[config.mk]
export PLATFORM = sky130hd
export DESIGN_NAME = pnf_accdiv
export DESIGN_NICKNAME = d
export VERILOG_FILES = /design/src/hdl/pnf_pkg.sv /design/src/hdl/pnf_accdiv.sv
export SDC_FILE = /design/constraint.sdc
export NUM_CORES = 2
export LEC_CHECK = 0
export BUFFER_PORTS_ARGS = -buffer_cell sky130_fd_sc_hd__buf_2
export CORE_MARGIN = 5
export CORE_UTILIZATION = 57
export CTS_CLUSTER_DIAMETER = 150
export CTS_CLUSTER_SIZE = 25
export DETAILED_ROUTE_END_ITERATION = 10
export PLACE_DENSITY_LB_ADDON = 0.1
export SLEW_MARGIN = 15
export SYNTH_ARGS = -nofsm -noshare
export SYNTH_HDL_FRONTEND = slang
export SYNTH_SLANG_ARGS = --single-unit
export TNS_END_PERCENT = 10
[constraint.sdc]
create_clock -name clk -period 5.09 [get_ports clk]
set_input_delay 0 -clock clk [delete_from_list [all_inputs] [get_ports clk]]
set_output_delay 0 -clock clk [all_outputs]
set_load 0.02 [all_outputs]
[src/hdl/pnf_pkg.sv]
package pnf_pkg;

    // Fixed field widths of the stream words
    localparam int COORD_W    = 32;
    localparam int IDX_W      = 10;
    localparam int SEL_W      = 2;
    localparam int HASH_W     = 10;
    localparam int OCT_CFG_W  = 4;
    localparam int PERS_W     = 17;
    localparam int PERS_FRAC  = 16;
    localparam int CFG_ADDR_W = 1;
    localparam int S_TDATA_W  = 80;

    // Parameter defaults
    localparam int DEF_TABLE_DEPTH   = 1024;
    localparam int DEF_MAX_OCTAVES   = 8;
    localparam int DEF_FRACTION_BITS = 16;

    // Corner hash constants
    localparam logic [33:0] HASH_ADD_FULL = 34'd4807526976;
    localparam logic [31:0] HASH_MUL_X    = 32'd1836311903;
    localparam logic [31:0] HASH_MUL_Y    = 32'd2971215073;
    localparam logic [31:0] HASH_ADD      = HASH_ADD_FULL[31:0];

    // Reduction of a hash into the table depth: multiply by 2^MOD_SHIFT / depth
    localparam int MOD_SHIFT = 20;

    // Quintic fade coefficients 6t^5 - 15t^4 + 10t^3
    localparam int FADE_C5 = 6;
    localparam int FADE_C4 = 15;
    localparam int FADE_C3 = 10;

    // Configuration registers
    localparam logic [CFG_ADDR_W-1:0] CFG_OCTAVES = 1'b0;
    localparam logic [CFG_ADDR_W-1:0] CFG_PERSIST = 1'b1;
    localparam logic [OCT_CFG_W-1:0]  OCT_RESET   = 4'd1;
    localparam logic [PERS_W-1:0]     PERS_RESET  = 17'd32768;
    localparam logic [PERS_W-1:0]     PERS_ONE    = 17'd65536;

    // Gradient selectors
    localparam logic [SEL_W-1:0] GRAD_POS_X = 2'd0;
    localparam logic [SEL_W-1:0] GRAD_NEG_X = 2'd1;
    localparam logic [SEL_W-1:0] GRAD_POS_Y = 2'd2;
    localparam logic [SEL_W-1:0] GRAD_NEG_Y = 2'd3;

    // Control that travels with every slot of the pipeline
    typedef struct packed {
        logic valid;
        logic load;
        logic first;
        logic last;
    } pnf_ctl_t;

endpackage

[src/hdl/pnf_accdiv.sv]
module pnf_accdiv #(
    parameter int MAX_OCTAVES   = pnf_pkg::DEF_MAX_OCTAVES,
    parameter int FRACTION_BITS = pnf_pkg::DEF_FRACTION_BITS
) (
    input  logic                               clk,
    input  logic                               rst_n,
    input  logic                               adv,
    input  pnf_pkg::pnf_ctl_t                  in_ctl,
    input  logic signed [2*FRACTION_BITS+3:0]  in_prod,
    input  logic [FRACTION_BITS:0]             in_amp,
    output logic                               out_valid,
    output logic [FRACTION_BITS+1:0]           out_value
);

    import pnf_pkg::*;

    localparam int F  = FRACTION_BITS;
    localparam int CW = $clog2(MAX_OCTAVES + 1);
    localparam int MW = 2 * F + CW;
    localparam int SW = MW + 1;
    localparam int TW = F + CW;
    localparam int QW = F + 1;
    localparam int NW = F + 2;

    logic signed [SW-1:0] sum_reg;
    logic [TW-1:0]        tot_reg;
    logic signed [SW-1:0] sum_next;
    logic [TW-1:0]        tot_next;
    logic                 take;

    logic                 dv_vld_reg [QW+1];
    logic                 neg_reg    [QW+1];
    logic [MW-1:0]        rem_reg    [QW+1];
    logic [QW-1:0]        quo_reg    [QW+1];
    logic [TW-1:0]        den_reg    [QW+1];
    logic [MW-1:0]        rem_nx     [QW];
    logic [QW-1:0]        quo_nx     [QW];
    logic [MW-1:0]        trial      [QW];

    logic                 out_vld_reg;
    logic [NW-1:0]        out_val_reg;
    logic [NW-1:0]        quo_ext;

    // Running weighted sum and amplitude total of one point
    assign take     = in_ctl.valid && !in_ctl.load;
    assign sum_next = in_ctl.first ? SW'(in_prod) : sum_reg + SW'(in_prod);
    assign tot_next = in_ctl.first ? TW'(in_amp) : tot_reg + TW'(in_amp);

    always_ff @(posedge clk)
    begin
        if (adv && take)
        begin
            sum_reg <= sum_next;
            tot_reg <= tot_next;
        end
    end

    // One quotient bit per stage, restoring on magnitudes
    always_comb
    begin
        for (int k = 0; k < QW; k++)
        begin
            trial[k]  = MW'(den_reg[k]) << (QW - 1 - k);
            rem_nx[k] = rem_reg[k];
            quo_nx[k] = quo_reg[k];
            if (rem_reg[k] >= trial[k])
            begin
                rem_nx[k]             = rem_reg[k] - trial[k];
                quo_nx[k][QW - 1 - k] = 1'b1;
            end
        end
    end

    always_ff @(posedge clk)
    begin
        if (adv)
        begin
            neg_reg[0] <= sum_next[SW-1];
            rem_reg[0] <= sum_next[SW-1] ? MW'(-sum_next) : MW'(sum_next);
            quo_reg[0] <= '0;
            den_reg[0] <= tot_next;
            for (int k = 0; k < QW; k++)
            begin
                neg_reg[k+1] <= neg_reg[k];
                rem_reg[k+1] <= rem_nx[k];
                quo_reg[k+1] <= quo_nx[k];
                den_reg[k+1] <= den_reg[k];
            end
        end
    end

    // Restore the sign: truncation toward zero
    assign quo_ext = NW'(quo_reg[QW]);

    always_ff @(posedge clk)
    begin
        if (adv)
        begin
            out_val_reg <= neg_reg[QW] ? -quo_ext : quo_ext;
        end
    end

    always_ff @(posedge clk or negedge rst_n)
    begin
        if (!rst_n)
        begin
            for (int k = 0; k <= QW; k++)
            begin
                dv_vld_reg[k] <= 1'b0;
            end
            out_vld_reg <= 1'b0;
        end
        else if (adv)
        begin
            dv_vld_reg[0] <= take && in_ctl.last;
            for (int k = 0; k < QW; k++)
            begin
                dv_vld_reg[k+1] <= dv_vld_reg[k];
            end
            out_vld_reg <= dv_vld_reg[QW];
        end
    end

    assign out_valid = out_vld_reg;
    assign out_value = out_val_reg;

endmodule

# Word-level counts from Yosys, hierarchy flattened
# Memories as Yosys holds them, arrays and structs flattened.
# Cells that the tools add are included.
# totals
ff_bits	94
mem_bits_rw	1332
out_inout_bits	19
wordCells	109
n_memories	4
# classes
n_addsub	21
magnitude_cmp	17
mux	40
n_reduce_logical	4
# mem_list
memory	depth	word_bits	rd	rd_ports_with_merged_regs	write_ports	line_no	source
rem_reg	18	36	17	0	18	pnf_accdiv.sv:33	logic [MW-1:0] rem_reg [QW+1];
den_reg	18	20	17	0	18	pnf_accdiv.sv:35	logic [TW-1:0] den_reg [QW+1];
quo_reg	18	17	18	0	18	pnf_accdiv.sv:34	logic [QW-1:0] quo_reg [QW+1];
neg_reg	18	1	18	0	18	pnf_accdiv.sv:32	logic neg_reg [QW+1];
# ops
operator	n
36-bit 2-to-1 mux	18
37-bit by 36-bit adder with 37-bit output	1
37-bit 2-to-1 mux	1
36-bit by 20-bit greater-or-equal comparator with 1-bit output	1
36-bit by 21-bit greater-or-equal comparator with 1-bit output	1
36-bit by 22-bit greater-or-equal comparator with 1-bit output	1
36-bit by 23-bit greater-or-equal comparator with 1-bit output	1
36-bit by 24-bit greater-or-equal comparator with 1-bit output	1
36-bit by 25-bit greater-or-equal comparator with 1-bit output	1
36-bit by 26-bit greater-or-equal comparator with 1-bit output	1
36-bit by 27-bit greater-or-equal comparator with 1-bit output	1
36-bit by 28-bit greater-or-equal comparator with 1-bit output	1
36-bit by 29-bit greater-or-equal comparator with 1-bit output	1
36-bit by 30-bit greater-or-equal comparator with 1-bit output	1
36-bit by 31-bit greater-or-equal comparator with 1-bit output	1
36-bit by 32-bit greater-or-equal comparator with 1-bit output	1
36-bit by 33-bit greater-or-equal comparator with 1-bit output	1
36-bit by 34-bit greater-or-equal comparator with 1-bit output	1
36-bit by 35-bit greater-or-equal comparator with 1-bit output	1
36-bit greater-or-equal comparator	1
36-bit negation	1
36-bit by 20-bit subtractor with 36-bit output	1
36-bit by 21-bit subtractor with 36-bit output	1
36-bit by 22-bit subtractor with 36-bit output	1
other kinds (21)	41

# Longest topological paths before layout
# logic_depth
depth_word	4
ltp_mapped	17

# Worst setup path before layout
# Ideal clock, no wire load.
# synth_path
kind	flip-flop to flip-flop
startpoint	reg sum_reg[0]
endpoint	mem rem_reg[0][35] (netlist bit) (data pin)
setup_time_ns	0.269
arrival_time_ns	3.758
t_required_ns	4.821
path_slack_ns	1.063
stages_incl_launch_ff	13
path_cell_list	edfxtp_1 -> ha_1 -> fa_1 -> a211oi_2 -> o211a_1 -> nor3_2 -> o31a_1 -> o311a_4 -> a2111oi_4 -> o211ai_2 -> or4b_4 -> o41a_1 -> xor2_1
# synth_rtl
item	line_no	source
start: declaration	pnf_accdiv.sv:25	logic signed [SW-1:0] sum_reg;
start signal: assignment	pnf_accdiv.sv:53	sum_reg <= sum_next;
end: declaration	pnf_accdiv.sv:33	

==> qor.log <==
INFO  timing         final.period_utilization=92.5%
INFO  critical_path  worstSetupPathType=reg -> reg
INFO  grt            grt_first_pass_wirelength=214000um
INFO  floorplanning  dieHeight=344um
INFO  critical_path  arrival=5.17ns
INFO  synth          synthesis_warnings=0
INFO  timing         finalSetupViolations=0
INFO  min_path       whs_endpoint=dv_vld_reg[17]$_DFFE_PN0P_
INFO  min_path       hold_path_depth=5
INFO  synth          synth.top_cell.area_share=56.5%
INFO  synth          synth.yosys.seq_area_share=57.2%
INFO  final_layout   synthToLayoutAreaGrowth=6.90%
INFO  drt            vias=40929
INFO  timing         worst-slew-pin-transition=1.11ns
INFO  drt            ant_nets=0
INFO  timing         timing.max_slew.rel_slack=25.9%
INFO  clock_tree     cts_tree=built
INFO  drt            initial_drt_markers=3124
INFO  place          place_congestion=0.887
INFO  critical_path  timing.critical_path.fanout_max=5
INFO  synth          synth_nets=5933
INFO  critical_path  reg2reg_to=rem_reg[0][35]$_DFFE_PP_
INFO  grt            grt_antenna_before_repair=4
INFO  final_layout   layout_commonest_cell=edfxtp_1
INFO  final_layout   final_net_count=6069
INFO  min_path       hp-start=in_ctl[2]
INFO  timing         whs=0.0387ns
INFO  critical_path  cp.buffers_inverters=2
INFO  timing         final.min_clock_period=4.71ns
INFO  final_layout   antenna-diode-count=0
INFO  critical_path  critical-path-top-delay-family=simple AND/OR/NAND/NOR gates
INFO  drt            vias_per_cell=5.76
INFO  synth          synth-edff-count=1198
INFO  clock_tree     clk_path_buf_depth=3
INFO  drt            detail_route.wirelength=136000um
INFO  grt            total_routing_usage_gr=22.9%
INFO  critical_path  crit_chain=ha_1 > fa_1 > xnor2_1 > nor2_1 > a21oi_1 > dlygate4sd3_1 > inv_1 > nor3_2 > nand4_1 > nor3b_2 > and4_1 > or4b_4 > o41a_1 > xor2_1
INFO  critical_path  critical-path-max-stage-delay=0.61ns
INFO  grt            overflow=0
INFO  synth          number_of_instances_in_the_synthesized_netlist=5460
INFO  clock_tree     cts-root-buf=clkbuf_16
INFO  floorplanning  floorplan.io_pins=79
INFO  grt            grt_pass1_vias=39289
INFO  job            cap_viol_max_count=0
INFO  floorplanning  fp-row-count=122
INFO  timing         setup_total_negative_slack=0ns
INFO  timing         skew=0.0185ns
INFO  floorplanning  floorplan_die_area=119000um^2
INFO  critical_path  critical-path-slowest-cell=dlygate4sd3_1
INFO  timing         final_max_slew_viol_count=0
INFO  final_layout   largest_reg_flops=612
INFO  clock_tree     clk_pin_slew_worst_paths=0.11ns
INFO  critical_path  r2r_slack=0.38ns
INFO  clock_tree     cts_buffers=54
INFO  synth          post_synth_instance_area=63700um^2
INFO  drt            dr.pass1.iters=5
INFO  clock_tree     cts_post_setup_buffers_inserted=0
INFO  place          place.detailed.hpwl=104000um
INFO  floorplanning  fp.dieW=344um
INFO  timing         rsz0062_at_grt=false
INFO  timing         hold_violations=0
INFO  critical_path  worst-r2r-cell-count=14
INFO  place          numPortBuffers=78
INFO  floorplanning  start_util=57.5%
INFO  critical_path  crit_path_end_kind=flop
INFO  synth          synthesis.area_per_instance=11.7um^2
INFO  critical_path  timing.critical_path.required=5.55ns
INFO  clock_tree     clock_sink_count=1217
INFO  power_and_ir_drop pwr_cell_area=479nW/um^2
INFO  power_and_ir_drop p_leak=26.3nW
INFO  floorplanning  core_region_area=111000um^2
INFO  clock_tree     latest_clock_arrival_within_the_worst_skew_pair=0.70ns
INFO  synth          yosys_register_bits=1217
INFO  grt            pin_count_of_the_biggest_net_entering_global_routing=186
INFO  final_layout   final_cell_mix=edfxtp_1 (1198), inv_1 (501), a21oi_1 (408)
INFO  power_and_ir_drop ir_worst_vdd=0.309mV
INFO  drt            post-route-drc-count=0
INFO  critical_path  startpoint_type=flop
INFO  synth          async_reset_ff_share=1.56%
INFO  synth          yosysTopAreaCell=edfxtp_1
INFO  synth          synth-main-ff-cell=edfxtp_1
INFO  critical_path  launch_point_of_the_worst_reg_to_reg_path=sum_reg[0]$_DFFE_PP_
INFO  final_layout   final_layout_size_suffix_gt1_share=6.17%
INFO  min_path       hold_class=in -> reg
INFO  run_status     outcome=completed
INFO  synth          post_synth_main_area_contributors=edfxtp_1 (56%), ha_1 (7.8%), a21oi_1 (3.2%), xnor2_1 (3.2%), inv_1 (3.0%)
INFO  clock_tree     clock_h_tree_levels=2
INFO  timing         max_freq=212MHz
INFO  drt            avgRoutedWirePerCell=19.2um
INFO  synth          ys_types=92
## synthesized netlist by cell type (all sizes together) (22+ instances only)
| library cell | number |
|---|---|
| o31ai | 45 |
| a21boi | 31 |
| a21o | 120 |
| or4 | 22 |
| a211oi | 36 |
| ha | 395 |
| a31oi | 43 |
| nor3 | 143 |
| a21oi | 411 |
| or2 | 31 |
| o211ai | 31 |
| and3 | 29 |
| or3 | 51 |
| nand2 | 387 |
| mux2 | 74 |
| o21ai | 314 |
| nor4 | 54 |
| nand4 | 59 |
| nand2b | 71 |
| edfxtp | 1198 |
| inv | 502 |
| o21a | 43 |
| nand3 | 103 |
| xnor2 | 230 |
| nor2 | 379 |
| clkbuf | 86 |
| o21bai | 29 |
| xor2 | 186 |
| nor2b | 57 |
## final cells by class
class	instances	area, um^2
repair buffers	183	1400
well taps	1488	1860
clock buffers	68	1400
clock inverters	4	65.1
multi-input cells	3638	25000
fillers	8886	42700
flip-flops and latches	1217	36500
inverters	502	1880
## where the power goes
part / internal, W / total (W) / switching, W
clock network: 0.00197 / 0.00495 / 0.00298
registers: 0.0139 / 0.0153 / 0.00143
logic: 0.00527 / 0.0124 / 0.00713
total: 0.0211 / 0.0326 / 0.0115
## worst max path at each step
stage                              start  cells after the start                       end  slack [ns]
finish              sum_reg[0]$_DFFE_PP_                     14  rem_reg[0][35]$_DFFE_PP_        0.38
global route        sum_reg[0]$_DFFE_PP_                     14  rem_reg[0][35]$_DFFE_PP_        0.03
CTS                 sum_reg[0]$_DFFE_PP_                     14  rem_reg[0][35]$_DFFE_PP_        0.19
detailed placement  sum_reg[0]$_DFFE_PP_                     13  rem_reg[0][35]$_DFFE_PP_        0.66
global placement    sum_reg[0]$_DFFE_PP_                     13  rem_reg[0][35]$_DFFE_PP_        0.68
floorplan           sum_reg[0]$_DFFE_PP_                     12  rem_reg[0][35]$_DFFE_PP_        1.06
## timing repair
item                                   in CTS  in global routing
gates resized for setup                     0                  1
hold buffers                               60                  0
setup endpoints to repair                   0                  1
endpoints found under the hold margin     182                  0
## per-layer routing
| metal | vias up | share of wire [%] | track usage [%] | wire (um) |
|---|---|---|---|---|
| li1 | 20285 | - | - | - |
| met1 | 19544 | 45 | 31.4 | 60900 |
| met2 | 907 | 48 | 39.0 | 65300 |
| met3 | 193 | 4.4 | 2.46 | 6050 |
| met4 | 0 | 3.1 | 6.67 | 4220 |
| met5 | - | 0 | 0 | 0 |
## worst min-delay path: cells and delay by family
| kind | cells | cell delay, ns |
|---|---|---|
| AO/OA/AOI/OAI | 1 | 0.07 |
| buffers and inverters | 2 | 0.41 |
| AND/OR/NAND/NOR | 2 | 0.20 |
## per-stage QoR
stage	total power [W]	util, %	cell area (um^2)	instances	setup WS, ns
global route	0.0347	61.5	68100	7100	0.0344
floorplan	0.0241	-	63700	5460	1.06
CTS	0.0327	61.4	68100	7100	0.190
detailed placement	0.0276	59.6	66000	6968	0.662
global placement	0.0274	59.6	66000	6968	0.683
finish	0.0326	61.5	68100	7100	0.381
## logic make-up after synthesis
family / count (synthesis) / synth area share, %
muxes: 84 / 1.47
adders and majority gates: 413 / 8.32
and+or+nand+nor: 1494 / 11.6
DFF: 1217 / 57.2
AOI/OAI and AO/OA: 1231 / 12.1
buffers and inverters: 605 / 3.58
xor gates and xnor gates: 416 / 5.72
Power figures use the tool's default switching activity.
