## src/hdl/pnf_pkg.sv

```systemverilog
package pnf_pkg;

    // Fixed field widths of the stream words
    localparam int COORD_W    = 32;
    localparam int IDX_W      = 10;
    localparam int SEL_W      = 2;
    localparam int HASH_W     = 10;
    localparam int OCT_CFG_W  = 4;
    localparam int PERS_W     = 17;
    localparam int PERS_FRAC  = 16;
    localparam int CFG_ADDR_W = 1;
    localparam int S_TDATA_W  = 80;

    // Parameter defaults
    localparam int DEF_TABLE_DEPTH   = 1024;
    localparam int DEF_MAX_OCTAVES   = 8;
    localparam int DEF_FRACTION_BITS = 16;

    // Corner hash constants
    localparam logic [33:0] HASH_ADD_FULL = 34'd4807526976;
    localparam logic [31:0] HASH_MUL_X    = 32'd1836311903;
    localparam logic [31:0] HASH_MUL_Y    = 32'd2971215073;
    localparam logic [31:0] HASH_ADD      = HASH_ADD_FULL[31:0];

    // Reduction of a hash into the table depth: multiply by 2^MOD_SHIFT / depth
    localparam int MOD_SHIFT = 20;

    // Quintic fade coefficients 6t^5 - 15t^4 + 10t^3
    localparam int FADE_C5 = 6;
    localparam int FADE_C4 = 15;
    localparam int FADE_C3 = 10;

    // Configuration registers
    localparam logic [CFG_ADDR_W-1:0] CFG_OCTAVES = 1'b0;
    localparam logic [CFG_ADDR_W-1:0] CFG_PERSIST = 1'b1;
    localparam logic [OCT_CFG_W-1:0]  OCT_RESET   = 4'd1;
    localparam logic [PERS_W-1:0]     PERS_RESET  = 17'd32768;
    localparam logic [PERS_W-1:0]     PERS_ONE    = 17'd65536;

    // Gradient selectors
    localparam logic [SEL_W-1:0] GRAD_POS_X = 2'd0;
    localparam logic [SEL_W-1:0] GRAD_NEG_X = 2'd1;
    localparam logic [SEL_W-1:0] GRAD_POS_Y = 2'd2;
    localparam logic [SEL_W-1:0] GRAD_NEG_Y = 2'd3;

    // Control that travels with every slot of the pipeline
    typedef struct packed {
        logic valid;
        logic load;
        logic first;
        logic last;
    } pnf_ctl_t;

endpackage

```

## src/hdl/pnf_seq.sv

```systemverilog
module pnf_seq #(
    parameter int MAX_OCTAVES   = pnf_pkg::DEF_MAX_OCTAVES,
    parameter int FRACTION_BITS = pnf_pkg::DEF_FRACTION_BITS
) (
    input  logic                            clk,
    input  logic                            rst_n,
    input  logic                            adv,
    input  logic                            clr_done,
    input  logic                            in_valid,
    input  logic                            in_mode,
    input  logic [pnf_pkg::COORD_W-1:0]     in_x,
    input  logic [pnf_pkg::COORD_W-1:0]     in_y,
    input  logic [pnf_pkg::IDX_W-1:0]       in_idx,
    input  logic [pnf_pkg::SEL_W-1:0]       in_sel,
    input  logic [pnf_pkg::OCT_CFG_W-1:0]   octave_cfg,
    input  logic [pnf_pkg::PERS_W-1:0]      persist_cfg,
    output logic                            in_ready,
    output pnf_pkg::pnf_ctl_t               out_ctl,
    output logic [pnf_pkg::COORD_W-1:0]     out_x,
    output logic [pnf_pkg::COORD_W-1:0]     out_y,
    output logic [FRACTION_BITS:0]          out_amp,
    output logic [pnf_pkg::IDX_W-1:0]       out_idx,
    output logic [pnf_pkg::SEL_W-1:0]       out_sel
);

    import pnf_pkg::*;

    localparam int F   = FRACTION_BITS;
    localparam int OW  = (MAX_OCTAVES > 1) ? $clog2(MAX_OCTAVES) : 1;
    localparam int PEW = PERS_W + F;
    localparam int APW = 2 * F + 2;
    localparam logic [F:0] AMP_ONE = (F+1)'(1) << F;

    logic                busy_reg;
    logic                load_reg;
    logic [OW-1:0]       oct_reg;
    logic [OW-1:0]       nm1_reg;
    logic [COORD_W-1:0]  x_reg;
    logic [COORD_W-1:0]  y_reg;
    logic [F:0]          amp_reg;
    logic [IDX_W-1:0]    idx_reg;
    logic [SEL_W-1:0]    sel_reg;

    logic                last_now;
    logic                accept;
    logic [4:0]          raw5;
    logic [OW-1:0]       nm1_next;
    logic [PERS_W-1:0]   pers_sat;
    logic [PEW-1:0]      pers_wide;
    logic [F:0]          pers_f;
    logic [APW-1:0]      amp_prod;
    logic [F:0]          amp_next;

    // Issue slot ends on a load or on the final octave of a point
    assign last_now = busy_reg && (load_reg || (oct_reg == nm1_reg));
    assign in_ready = adv && clr_done && (!busy_reg || last_now);
    assign accept   = in_valid && in_ready;

    // Clamp the octave count into 1..MAX_OCTAVES
    always_comb
    begin
        raw5 = 5'(octave_cfg);
        if (raw5 == 5'd0)
        begin
            nm1_next = '0;
        end
        else if (raw5 > 5'(MAX_OCTAVES))
        begin
            nm1_next = OW'(MAX_OCTAVES - 1);
        end
        else
        begin
            nm1_next = OW'(raw5 - 5'd1);
        end
    end

    // Amplitude for the next octave: amp * persistence, truncated
    always_comb
    begin
        pers_sat  = (persist_cfg > PERS_ONE) ? PERS_ONE : persist_cfg;
        pers_wide = (PEW'(pers_sat) << F) >> PERS_FRAC;
        pers_f    = pers_wide[F:0];
        amp_prod  = APW'(amp_reg) * APW'(pers_f);
        amp_next  = amp_prod[2*F:F];
    end

    // Hold the point and step through its octaves, one per cycle while adv is high
    always_ff @(posedge clk or negedge rst_n)
    begin
        if (!rst_n)
        begin
            busy_reg <= 1'b0;
            load_reg <= 1'b0;
            oct_reg  <= '0;
            nm1_reg  <= '0;
        end
        else if (adv)
        begin
            if (busy_reg && !last_now)
            begin
                oct_reg <= oct_reg + OW'(1);
            end
            else if (accept)
            begin
                busy_reg <= 1'b1;
                load_reg <= in_mode;
                oct_reg  <= '0;
                nm1_reg  <= nm1_next;
            end
            else
            begin
                busy_reg <= 1'b0;
            end
        end
    end

    // Coordinates double and amplitude decays between octaves
    always_ff @(posedge clk)
    begin
        if (adv)
        begin
            if (busy_reg && !last_now)
            begin
                x_reg   <= x_reg << 1;
                y_reg   <= y_reg << 1;
                amp_reg <= amp_next;
            end
            else if (accept)
            begin
                x_reg   <= in_x;
                y_reg   <= in_y;
                amp_reg <= AMP_ONE;
                idx_reg <= in_idx;
                sel_reg <= in_sel;
            end
        end
    end

    assign out_ctl.valid = busy_reg;
    assign out_ctl.load  = load_reg;
    assign out_ctl.first = (oct_reg == '0);
    assign out_ctl.last  = last_now;
    assign out_x         = x_reg;
    assign out_y         = y_reg;
    assign out_amp       = amp_reg;
    assign out_idx       = idx_reg;
    assign out_sel       = sel_reg;

endmodule

```

## config.mk

```make
export PLATFORM = sky130hd
export DESIGN_NAME = pnf_seq
export DESIGN_NICKNAME = d
export VERILOG_FILES = /design/src/hdl/pnf_pkg.sv /design/src/hdl/pnf_seq.sv
export SDC_FILE = /design/constraint.sdc
export NUM_CORES = 1
export LEC_CHECK = 0
export BUFFER_PORTS_ARGS = -buffer_cell sky130_fd_sc_hd__buf_2
export CORE_MARGIN = 2
export CORE_UTILIZATION = 65
export CTS_CLUSTER_DIAMETER = 150
export DETAILED_ROUTE_END_ITERATION = 7
export PLACE_DENSITY = 0.95
export REMOVE_ABC_BUFFERS = 1
export SYNTH_ARGS = -nofsm -noshare
export SYNTH_HDL_FRONTEND = slang
export SYNTH_SLANG_ARGS = --single-unit
```

## constraint.sdc

```tcl
create_clock -name clk -period 14.45 [get_ports clk]
set_clock_uncertainty 0.05 [all_clocks]
set_input_delay 2.1675 -clock clk [delete_from_list [all_inputs] [get_ports clk]]
set_output_delay 2.1675 -clock clk [all_outputs]
set_load 0.01 [all_outputs]
```

Yosys cells after proc, flatten, opt, wreduce, memory -nomap -nowiden. Index checks and enable logic that the tools add are counted.

Multipliers: 1. Magnitude comparators: 2. Reduce and logical (&&, ||, !) cells: 15. Equality and inequality tests: 1. Add/sub/neg operators: 2. Muxes and demuxes: 12. Bitwise operators: 1.

Operators by type and width (number): $mux W32 (4); $mux W17 (3); $mul A17 B17 Y33 (1); $gt A17 B17 Y1 const B (1); $mux W3 (4); $logic_and A1 B1 Y1 (5); $gt A4 B4 Y1 const B (1); $logic_not A4 Y1 (1); $reduce_and A2 Y1 (2); $add A3 B1 Y3 const B (1); $eq A3 B3 Y1 (1); $logic_not A3 Y1 (1); $reduce_and A3 Y1 (1); $sub A3 B1 Y3 const B (1); $logic_not A1 Y1 (2); $logic_or A1 B1 Y1 (2); $reduce_bool A2 Y1 (1); $mux W1 (1); $not A1 Y1 (1).

Word-level logic and storage cells: 45. Bits in registers: 101. Output and inout port bits: 98. Input port bits: 103.

Depth between registers and ports, before layout. Gate-level depths: netlist (run 1).

Depth after elaboration: 8. Depth in mapped cells: 25. Mapped depth without buffers: 23.

Least setup slack after synthesis (run 1). OpenSTA, ideal clock, no wires.

Path kind: input to register. From: input port persist_cfg[9] (netlist name). To: register amp_reg[10] (netlist: out_amp[10]) (data pin). Slack: 6276 ps. Arrival: 7861 ps. Data required time: 14137 ps. Setup time: 263 ps. Stages: 21. Buffers on the path: 1. Cell sequence: nor4_1 -> a41oi_2 -> nor2b_1 -> buf_2 -> nand2_1 -> fa_1 -> fa_1 -> fa_1 -> inv_1 -> fa_1 -> fa_1 -> inv_1 -> fa_1 -> inv_1 -> ha_1 -> nand3_2 -> nor4b_2 -> a211oi_1 -> o31a_1 -> o31ai_2 -> mux2i_1.

Longest elaborated chain between the ends: 4.

RTL lines: from (decl) (line pnf_seq.sv:16) `input logic [pnf_pkg::PERS_W-1:0] persist_cfg,`; $gt A17 B17 Y1 (line pnf_seq.sv:80) `pers_sat = (persist_cfg > PERS_ONE) ? PERS_ONE : persist_cfg;`; $mux W17 (*) (line pnf_seq.sv:80); $mul A17 B17 Y33 (*) (line pnf_seq.sv:83) `amp_prod = APW'(amp_reg) * APW'(pers_f);`; $mux W17 (*) (line pnf_seq.sv:122) `if (busy_reg && !last_now)`; to (signal assigned) (line pnf_seq.sv:126) `amp_reg <= amp_next;`; to (decl) (line pnf_seq.sv:40) `logic [F:0] amp_reg;`.

Mark *: on every way between the ends. The rest lies on a longest branch, timed or not. A chain may end at the register's enable or synchronous reset.

Worst setup path in the final report (run 1).
From: input port persist_cfg[14] (netlist name). To: register amp_reg[14] (netlist: out_amp[14]) (data pin).

The elaborated chain is that of the path after synthesis.

==> results.sh, run 1 <==
export IMPL_status="finished, final reports clean"
export IMPL_arrival_ns=9.22
export IMPL_drv_slew=0
export IMPL_remaining_drc_errors=0
export IMPL_seq_area_sq_mm=0.00299
export IMPL_synthMuxAreaShare=0.00216
export IMPL_setup_worst_path_start="persist_cfg[14]"
export IMPL_clock_latency_ns=0.34
export IMPL_crit_slowest_cell="nor2b_1"
export IMPL_synth_compound_area_share=0.0545
export IMPL_synth_top_family_by_area="adder cells"
export IMPL_setup_viol=0
export IMPL_avgSynthCellArea_sq_um=9.10
export IMPL_syn_inst=1527
export IMPL_grt_pass1_vias=12200
export IMPL_synth_async_sr_flop_share=0.0792
export IMPL_worstHoldPathType="register to register"
export IMPL_period_minus_slack_ns=9.17
export IMPL_synth_edf_count=93
export IMPL_synthSimpleGateAreaFrac=0.206
export IMPL_cts_root_buf="clkbuf_16"
export IMPL_ys_seq_area_frac=0.215
export IMPL_cts_sinks=101
export IMPL_fin_nets=2118
export IMPL_multi_input_area_sq_mm=0.00955
export IMPL_start_util=0.661
export IMPL_layout_drive_gt1_share=0.148
export IMPL_tritoncts="yes"
export IMPL_hpwlAfterDp_um=27100
export IMPL_synthXorXnorAreaFrac=0.0101
export IMPL_path_buf_inv=6
export IMPL_drt_wirelength_per_cell_um=18.0
export IMPL_clk_path_buf_depth=2
export IMPL_overflow=0
export IMPL_crit_family="adder cells"
export IMPL_dr_pass1_iters=6
export IMPL_synth_seq_cells=101
export IMPL_fillers=1359
export IMPL_path_max_fanout=17
export IMPL_ant_nets=0
export IMPL_antenna_found_initial=0
export IMPL_cp_common_cell="fa_1"
export IMPL_startpoint_type="input pin"
export IMPL_reg2regPathDepth=17
export IMPL_ys_warn_count=0
export IMPL_dieArea_sq_mm=0.0226
export IMPL_area_growth_pct=10.9
export IMPL_r2r_start="out_amp[9]$_SDFFCE_PN0P_"
export IMPL_vias_per_cell=5.73
export IMPL_htree_levels=3
export IMPL_critPathCapture="out_amp[14]$_SDFFCE_PN0P_"
export IMPL_r2r_setup_slack_ns=8.11
export IMPL_synthAdderAreaFrac=0.414
export IMPL_io_buffers=200
export IMPL_worst_ep_required_time_ns=14.49
export IMPL_fin_crit_sh=0.635
export IMPL_gp_congestion=0.942
export IMPL_die_y_um=150
export IMPL_ys_types=67
export IMPL_synth_area_sq_mm=0.0139
export IMPL_grt_pass1_wl_um=58400
export IMPL_end_kind="register"
export IMPL_r2r_end="out_amp[14]$_SDFFCE_PN0P_"
export IMPL_cp_depth=23
export IMPL_dieWidth_um=150
export IMPL_rsz0062_at_grt="no"
export IMPL_routed_wl_um=35400
export IMPL_numCtsBuffers=9
export IMPL_maxSlewHeadroom=0.0324
export IMPL_grt_max_degree=82
export IMPL_worst_pin_slew_ns=1.45
export IMPL_cpPeakStageDelay_ns=1.14
export IMPL_crit_chain="buf_2 > nor4_1 > a41oi_2 > nor2b_1 > nand2_1 > fa_1 > inv_1 > fa_1 > inv_1 > fa_1 > inv_1 > fa_1 > fa_1 > inv_1 > fa_1 > inv_1 > ha_1 > a21oi_1 > o21ai_0 > a311oi_1 > o31ai_1 > a32oi_1 > nand3_1"
export IMPL_num_antenna_cells=0
export IMPL_clk_pin_slew_ns=0.08
export IMPL_drt_iter0_drc=763
export IMPL_finalSetupTns_ns=0
export IMPL_drv_cap=0
export IMPL_coreArea_sq_mm=0.0210
export IMPL_cts_resized=0
export IMPL_cts_setup_buffers=0
export IMPL_pin_count=201
export IMPL_grt_usage=0.332
export IMPL_hold_viol=0
export IMPL_synth_top_flop_cell="edfxtp_1"
export IMPL_rows=53
export IMPL_vias=11300
export IMPL_fmax_mhz=109
export IMPL_hold_buffers=0
export IMPL_critPathKind="input pin to register"
-- cell usage in the layout, fill, tap and decap left out, drive strengths merged, types with 2 or more instances in the layout --
cell type	synthesis	layout
nand2	381	381
inv	282	285
fa	221	221
buf	31	217
and2	126	126
ha	105	105
edfxtp	93	93
a21oi	34	34
nor2	32	32
o21ai	28	28
nor2b	19	19
xnor2	14	14
nand3	14	14
nor3	10	10
clkbuf	35	9
dfrtp	8	8
nand4	8	8
and3	7	7
nor4	6	6
a211oi	6	6
o211ai	6	6
o31ai	6	6
a31oi	4	4
o2111ai	4	4
nand2b	4	4
a21o	4	4
mux2i	3	3
a21boi	3	3
o31a	3	3
or3	3	3
o21a	2	2
xor2	2	2
bufinv	0	2
a311oi	2	2
nand3b	2	2
nor4b	2	2
-- worst min path at each step --
stage | from | end | cells past startpoint
final | nm1_reg[0]$_DFFE_PN0P_ | nm1_reg[0]$_DFFE_PN0P_ | 2
after detailed placement | nm1_reg[0]$_DFFE_PN0P_ | nm1_reg[0]$_DFFE_PN0P_ | 2
after global placement | nm1_reg[0]$_DFFE_PN0P_ | nm1_reg[0]$_DFFE_PN0P_ | 2
after floorplan | nm1_reg[0]$_DFFE_PN0P_ | nm1_reg[0]$_DFFE_PN0P_ | 2
after CTS | nm1_reg[0]$_DFFE_PN0P_ | nm1_reg[0]$_DFFE_PN0P_ | 2
after global routing | out_x[9]$_DFFE_PP_ | out_x[10]$_DFFE_PP_ | 2
-- layout make-up --
type	instances	area share
Clock buffer	9	0.0146
Clock inverter	6	0.00682
Inverter	282	0.0687
Multi-Input combinational cell	1078	0.620
Sequential cell	101	0.194
Tap cell	275	0.0223
Timing Repair Buffer	217	0.0732
-- metrics by stage --
step | instance area [sq um] | util | instances | hold WS (ns) | worst slack (ns)
finish | 15400 | 0.733 | 1968 | 0.466 | 5.28
global route | 15400 | 0.733 | 1968 | 0.512 | 4.97
CTS | 15400 | 0.733 | 1968 | 0.468 | 5.43
detailed placement | 15100 | 0.717 | 1953 | 0.449 | 5.10
global placement | 15100 | 0.717 | 1953 | 0.442 | 5.37
floorplan | 13600 | - | 1461 | 0.420 | 6.03
-- layer usage --
| metal | vias to the layer above | part of all wire | global-route usage |
|---|---|---|---|
| li1 | 5024 | - | - |
| met1 | 5403 | 0.34 | 0.384 |
| met2 | 681 | 0.51 | 0.582 |
| met3 | 165 | 0.095 | 0.0652 |
| met4 | 0 | 0.055 | 0.182 |
| met5 | - | 0 | 0 |
-- tightest hold or removal path, cell delays in order (launching register included) --
cell and delay (ns):
dfrtp_1 0.37, nand2_1 0.05, o21ai_0 0.06
-- synth_stat cells, drive strengths merged (4+ instances only) --
cell type,n,area [sq um]
ha,105,1310
o2111ai,4,35.0
edfxtp,93,2790
xnor2,14,123
a31oi,4,25.0
clkbuf,35,141
o211ai,6,50.1
o21ai,28,140
and2,126,788
nand3,14,75.1
a21oi,34,170
and3,7,48.8
nor2b,19,119
inv,282,1060
buf,31,164
nand2,381,1430
nor3,10,50.1
nand4,8,56.3
o31ai,6,55.1
fa,221,4420
dfrtp,8,200
a21o,4,31.3
nor4,6,37.5
nor2,32,120
a211oi,6,45.0
nand2b,4,25.0
-- kinds of logic after synthesis --
logic type               count (synthesis)
flip-flops                             101
multiplexers                             3
AND/OR/NAND/NOR                        618
adder cells (fa/ha/maj)                327
buffers and inverters                  348
AO/OA/AOI/OAI                          114
XOR/XNOR                                16
Power of run 1 is not shown: default switching activity piles up to over one toggle a cycle in this logic, so the estimate is an artifact.
==> run 2: changes to the inputs <==
--- a/config.mk
+++ b/config.mk
@@ -7,10 +7,10 @@
 export LEC_CHECK = 0
 export BUFFER_PORTS_ARGS = -buffer_cell sky130_fd_sc_hd__buf_2
 export CORE_MARGIN = 2
-export CORE_UTILIZATION = 65
+export CORE_UTILIZATION = 60
 export CTS_CLUSTER_DIAMETER = 150
 export DETAILED_ROUTE_END_ITERATION = 7
-export PLACE_DENSITY = 0.95
+export PLACE_DENSITY = 0.9
 export REMOVE_ABC_BUFFERS = 1
 export SYNTH_ARGS = -nofsm -noshare
 export SYNTH_HDL_FRONTEND = slang
==> constraint.sdc (replaced) <==
create_clock -name clk -period 9.4 [get_ports clk]
set_clock_uncertainty 0.05 [all_clocks]
set_input_delay 1.41 -clock clk [delete_from_list [all_inputs] [get_ports clk]]
set_output_delay 1.41 -clock clk [all_outputs]
set_load 0.01 [all_outputs]
==> run 2 against run 1 <==
Critical path depth decreased by 1. Largest cell class unchanged. Highest routed layer unchanged. Wire length decreased by 2.7%. Worst hold slack got worse by 0.0071 ns. Critical endpoint is now out_amp[15]$_SDFFCE_PN0P_. Count of clock-buffer cells in the layout is 1 higher.
==> results.sh, run 2 (synthesis results as in run 1) <==
export IMPL_ant_nets=0
export IMPL_status="finished, final reports clean"
export IMPL_crit_slowest_cell="nor2b_1"
export IMPL_clk_path_buf_depth=2
export IMPL_grt_usage=0.302
export IMPL_fin_crit_sh=0.849
export IMPL_numCtsBuffers=9
export IMPL_r2r_setup_slack_ns=2.97
export IMPL_hold_buffers=0
export IMPL_die_y_um=156
export IMPL_finalSetupTns_ns=0
export IMPL_fin_nets=2123
export IMPL_end_kind="register"
export IMPL_remaining_drc_errors=0
export IMPL_coreArea_sq_mm=0.0227
export IMPL_drt_wirelength_per_cell_um=17.4
export IMPL_clock_latency_ns=0.35
export IMPL_start_util=0.612
export IMPL_cp_common_cell="fa_1"
export IMPL_r2r_start="out_amp[10]$_SDFFCE_PN0P_"
export IMPL_vias_per_cell=5.62
export IMPL_hp_start="nm1_reg[2]$_DFFE_PN0P_"
export IMPL_overflow=0
export IMPL_area_growth_pct=11.0
export IMPL_maxSlewHeadroom=0.260
export IMPL_grt_pass1_wl_um=58300
export IMPL_layout_common_cells="nand2_1 (380), inv_1 (282), fa_1 (221)"
export IMPL_grt_pass1_vias=12200
export IMPL_vias=11100
export IMPL_gp_congestion=0.910
export IMPL_layout_commonest_cell="nand2_1"
export IMPL_arrival_ns=8.12
export IMPL_worst_pin_slew_ns=1.11
export IMPL_dr_pass1_iters=5
export IMPL_routed_wl_um=34500
export IMPL_htree_levels=3
export IMPL_setup_worst_path_start="persist_cfg[2]"
export IMPL_clk_pin_slew_ns=0.07
export IMPL_num_antenna_cells=0
export IMPL_dieWidth_um=156
export IMPL_drt_iter0_drc=711
export IMPL_rsz0062_at_grt="no"
export IMPL_fillers=1720
export IMPL_critPathKind="input pin to register"
export IMPL_hpwlAfterDp_um=26600
export IMPL_dieArea_sq_mm=0.0244
export IMPL_layout_drive_gt1_share=0.151
export IMPL_cts_root_buf="clkbuf_16"
export IMPL_rows=55
export IMPL_drv_slew=0
export IMPL_antenna_found_initial=0
export IMPL_io_buffers=200
export IMPL_setup_viol=0
export IMPL_hold_viol=0
export IMPL_cts_sinks=101
export IMPL_path_max_fanout=10
export IMPL_fmax_mhz=125
export IMPL_cts_resized=0
export IMPL_tritoncts="yes"
export IMPL_grt_max_degree=82
export IMPL_pin_count=201
export IMPL_worst_ep_required_time_ns=9.54
export IMPL_cpPeakStageDelay_ns=0.68
export IMPL_period_minus_slack_ns=7.98
export IMPL_drv_cap=0
export IMPL_worstHoldPathType="register to register"
export IMPL_cts_setup_buffers=0
export IMPL_startpoint_type="input pin"
export IMPL_crit_chain="buf_2 > nor4_1 > a41oi_2 > nor2b_1 > buf_4 > nand2_1 > fa_1 > inv_1 > fa_1 > fa_1 > fa_1 > fa_1 > inv_1 > fa_1 > inv_1 > ha_1 > nand2_1 > o31a_2 > or3_4 > nand3b_4 > o211ai_2 > mux2i_1"
run 2: path summary, 6_finish.rpt:
kind,depth (start not counted),to
hold / removal,2,nm1_reg[2]$_DFFE_PN0P_
setup / recovery,22,out_amp[15]$_SDFFCE_PN0P_
max in group asynchronous,1,oct_reg[0]$_DFFE_PN0P_
hold reg to reg,2,nm1_reg[2]$_DFFE_PN0P_
min in group asynchronous,1,load_reg$_DFFE_PN0P_
setup reg to reg,17,out_amp[14]$_SDFFCE_PN0P_
run 2: final cells by class:
cell class                      instances  area, sq um  area share
Clock buffer                           10          229      0.0148
Clock inverter                          6         63.8     0.00414
Inverter                              282         1060      0.0686
Multi-Input combinational cell       1078         9550       0.620
Sequential cell                       101         2990       0.194
Tap cell                              285          357      0.0231
Timing Repair Buffer                  222         1170      0.0756
run 2: worst max-delay path: cells and delay by family:
kind                       cells  cell delay (ns)
and+or+nand+nor                6             1.77
buffers and inverters          5             0.54
muxes                          1             0.22
adders and majority gates      7             3.39
AOI/OAI and AO/OA              3             0.78
run 2: through the flow:
step	std cells	instance area, sq um	utilization	setup slack, ns	hold WS [ns]
after floorplan	1461	13600	-	1.74	0.420
after global placement	1968	15100	0.666	1.36	0.439
after detailed placement	1968	15100	0.666	1.08	0.446
after CTS	1984	15400	0.679	1.43	0.461
after global routing	1984	15400	0.679	1.10	0.507
final	1984	15400	0.679	1.42	0.459
run 2: metal layers:
layer,vias up,global-route usage,part of all wire
met5,-,0,0
met1,5404,0.362,0.36
met3,109,0.0569,0.091
met4,0,0.127,0.037
li1,5032,-,-
met2,597,0.535,0.51
Power of run 2 is left out for the same reason.
==> run 3: changes to the inputs <==
--- a/config.mk
+++ b/config.mk
@@ -5,12 +5,13 @@
 export SDC_FILE = /design/constraint.sdc
 export NUM_CORES = 1
 export LEC_CHECK = 0
+export ABC_AREA = 1
 export BUFFER_PORTS_ARGS = -buffer_cell sky130_fd_sc_hd__buf_2
 export CORE_MARGIN = 2
-export CORE_UTILIZATION = 60
+export CORE_UTILIZATION = 54
 export CTS_CLUSTER_DIAMETER = 150
 export DETAILED_ROUTE_END_ITERATION = 7
-export PLACE_DENSITY = 0.9
+export PLACE_DENSITY = 0.86
 export REMOVE_ABC_BUFFERS = 1
 export SYNTH_ARGS = -nofsm -noshare
 export SYNTH_HDL_FRONTEND = slang
==> constraint.sdc (replaced) <==
create_clock -name clk -period 6.95 [get_ports clk]
set_clock_uncertainty 0.05 [all_clocks]
set_input_delay 1.0425 -clock clk [delete_from_list [all_inputs] [get_ports clk]]
set_output_delay 1.0425 -clock clk [all_outputs]
set_load 0.01 [all_outputs]
==> run 3 against run 2 <==
Die area rose by 13%. Count of clock-buffer cells in the layout fell by 1. Synthesized cell count rose by 12%. Worst hold slack better by 0.0015 ns. Final cell count grew 17%. Core utilization fell by 1.9 points. Largest cell class unchanged.
==> results.sh, run 3 <==
export IMPL_status="finished, final reports clean"
export IMPL_drt_wirelength_per_cell_um=19.2
export IMPL_io_buffers=200
export IMPL_drt_iter0_drc=1297
export IMPL_start_util=0.546
export IMPL_startpoint_type="input pin"
export IMPL_synth_edf_count=93
export IMPL_fin_ws_ns=0.148
export IMPL_clock_latency_ns=0.35
export IMPL_hold_viol=0
export IMPL_dr_pass1_iters=6
export IMPL_worstHoldPathType="input pin to async pin"
export IMPL_synth_seq_cells=101
export IMPL_pre_cts_slack_ns=-0.459
export IMPL_path_buf_inv=12
export IMPL_dieArea_sq_mm=0.0274
export IMPL_critPathCapture="out_amp[12]$_SDFFCE_PN0P_"
export IMPL_pin_count=201
export IMPL_htree_levels=3
export IMPL_r2r_end="out_amp[16]$_SDFFCE_PN1P_"
export IMPL_maxSlewHeadroom=0.429
export IMPL_arrival_ns=6.87
export IMPL_antenna_found_initial=0
export IMPL_ys_types=30
export IMPL_ant_nets=0
export IMPL_grt_max_degree=80
export IMPL_fillers=2062
export IMPL_synth_area_sq_mm=0.0141
export IMPL_power_leakage_nw=8.89
export IMPL_rsz0062_at_grt="yes"
export IMPL_ys_seq_area_frac=0.212
export IMPL_r2r_start="out_amp[14]$_SDFFCE_PN0P_"
export IMPL_clk_pin_slew_ns=0.09
export IMPL_synth_top_area_frac=0.314
export IMPL_ys_warn_count=0
export IMPL_hpwlAfterDp_um=34500
export IMPL_clk_path_buf_depth=2
export IMPL_setup_worst_path_start="persist_cfg[13]"
export IMPL_instances_no_fill=2324
export IMPL_synth_async_sr_flop_share=0.0792
export IMPL_synth_most_common_cell="nand2_1"
export IMPL_synth_top_flop_cell="edfxtp_1"
export IMPL_reg2regPathDepth=21
export IMPL_tritoncts="yes"
export IMPL_cts_root_buf="clkbuf_16"
export IMPL_finalSetupTns_ns=0
export IMPL_worst_pin_slew_ns=0.857
export IMPL_crit_family="adder cells"
export IMPL_area_growth_pct=20.8
export IMPL_layout_drive_gt1_share=0.223
export IMPL_syn_inst=1713
export IMPL_crit_slowest_cell="fa_1"
export IMPL_layout_commonest_cell="inv_1"
export IMPL_critPathKind="input pin to register"
export IMPL_overflow=0
export IMPL_num_antenna_cells=0
export IMPL_hold_buffers=0
export IMPL_setup_viol=0
export IMPL_irDropWorstVdd_v=0.000522
export IMPL_r2r_setup_slack_ns=0.84
export IMPL_grt_pass1_vias=13600
export IMPL_power_density_mw_per_mm2=545
export IMPL_vias=13000
export IMPL_grt_usage=0.316
export IMPL_numCtsBuffers=9
export IMPL_drv_cap=0
export IMPL_gp_congestion=0.989
export IMPL_total_power_mw=9.29
export IMPL_dieWidth_um=166
export IMPL_rows=59
export IMPL_cpPeakStageDelay_ns=0.54
export IMPL_coreArea_sq_mm=0.0258
export IMPL_cp_depth=29
export IMPL_post_synth_top_area_cell="fa_1"
export IMPL_die_y_um=166
export IMPL_drv_slew=0
export IMPL_routed_wl_um=44500
export IMPL_fmax_mhz=147
export IMPL_layout_common_cells="inv_1 (365), nand2_1 (352), fa_1 (218)"
export IMPL_vias_per_cell=5.60
export IMPL_cts_sinks=101
export IMPL_dp_cells=2294
export IMPL_path_max_fanout=4
export IMPL_fin_nets=2413
export IMPL_post_route_util=0.660
export IMPL_remaining_drc_errors=0
export IMPL_fin_crit_sh=0.979
export IMPL_worst_ep_required_time_ns=7.02
export IMPL_end_kind="register"
export IMPL_synthTopCellsByCount="nand2_1 (370), inv_1 (368), fa_1 (221), nand3_1 (180), nor2_1 (175)"
export IMPL_synth_area_leaders="fa_1 (31%), edfxtp_1 (20%), nand2_1 (9.8%)"
export IMPL_period_minus_slack_ns=6.80
export IMPL_avgSynthCellArea_sq_um=8.24
export IMPL_grt_pass1_wl_um=68600
==> run 3: logic make-up after synthesis <==
kind of cell,Yosys count,share of synthesized area
adder cells (fa/ha/maj),326,0.407
buffers and inverters,447,0.126
AND/OR/NAND/NOR,752,0.221
flip-flops,101,0.212
XOR/XNOR,8,0.00497
AO/OA/AOI/OAI,79,0.0296
==> run 3: how the worst min path moves through the flow <==
stage                                 from                     end  slack (ns)  cells past startpoint
detailed placement  nm1_reg[0]$_DFFE_PN0P_  nm1_reg[0]$_DFFE_PN0P_        0.45                      2
finish                               rst_n  oct_reg[2]$_DFFE_PN0P_        0.46                      1
floorplan           nm1_reg[0]$_DFFE_PN0P_  nm1_reg[0]$_DFFE_PN0P_        0.42                      2
global placement    nm1_reg[0]$_DFFE_PN0P_  nm1_reg[0]$_DFFE_PN0P_        0.44                      2
global route                         rst_n  oct_reg[2]$_DFFE_PN0P_        0.47                      1
CTS                                  rst_n  oct_reg[2]$_DFFE_PN0P_        0.45                      1
==> run 3: layout make-up <==
class                           instances  area [sq um]  share of cell area
Clock buffer                            9           225              0.0132
Clock inverter                          7          91.3             0.00536
Inverter                              374          1400              0.0824
Multi-Input combinational cell       1165          9790               0.574
Sequential cell                       101          2990               0.176
Tap cell                              335           419              0.0246
Timing Repair Buffer                  333          2120               0.125
==> run 3: per-layer routing <==
layer  global-route usage  part of all wire
met1                0.368              0.34
met2                0.533              0.47
met3               0.0726              0.11
met4                0.192             0.076
met5                    0                 0
==> run 3: repair_timing <==
item	in CTS	in global routing
buffers inserted	2	8
cloned	0	4
resized for setup	1	110
pin swaps	1	32
endpoints found under the setup margin	7	17
==> run 3: report_power, final <==
group	switching, mW	internal (mW)
sequential	0.104	0.802
combinational	4.62	3.23
clock	0.274	0.260
==> run 3: stage by stage <==
stage,cell area (sq um),hold WS [ns]
floorplan,13700,0.423
global placement,16100,0.438
detailed placement,16100,0.449
CTS,16400,0.455
global route,17000,0.468
finish,17000,0.461
==> run 3: worst register-to-register path, delay by kind of cell, from the launching register on <==
family	cells	cell delay, ns
AND/OR/NAND/NOR	6	0.62
flip-flops	1	0.87
adder cells (fa/ha/maj)	7	3.11
AO/OA/AOI/OAI	3	0.62
buffers and inverters	5	0.58
Note: power is estimated with default switching activity, not from simulation.
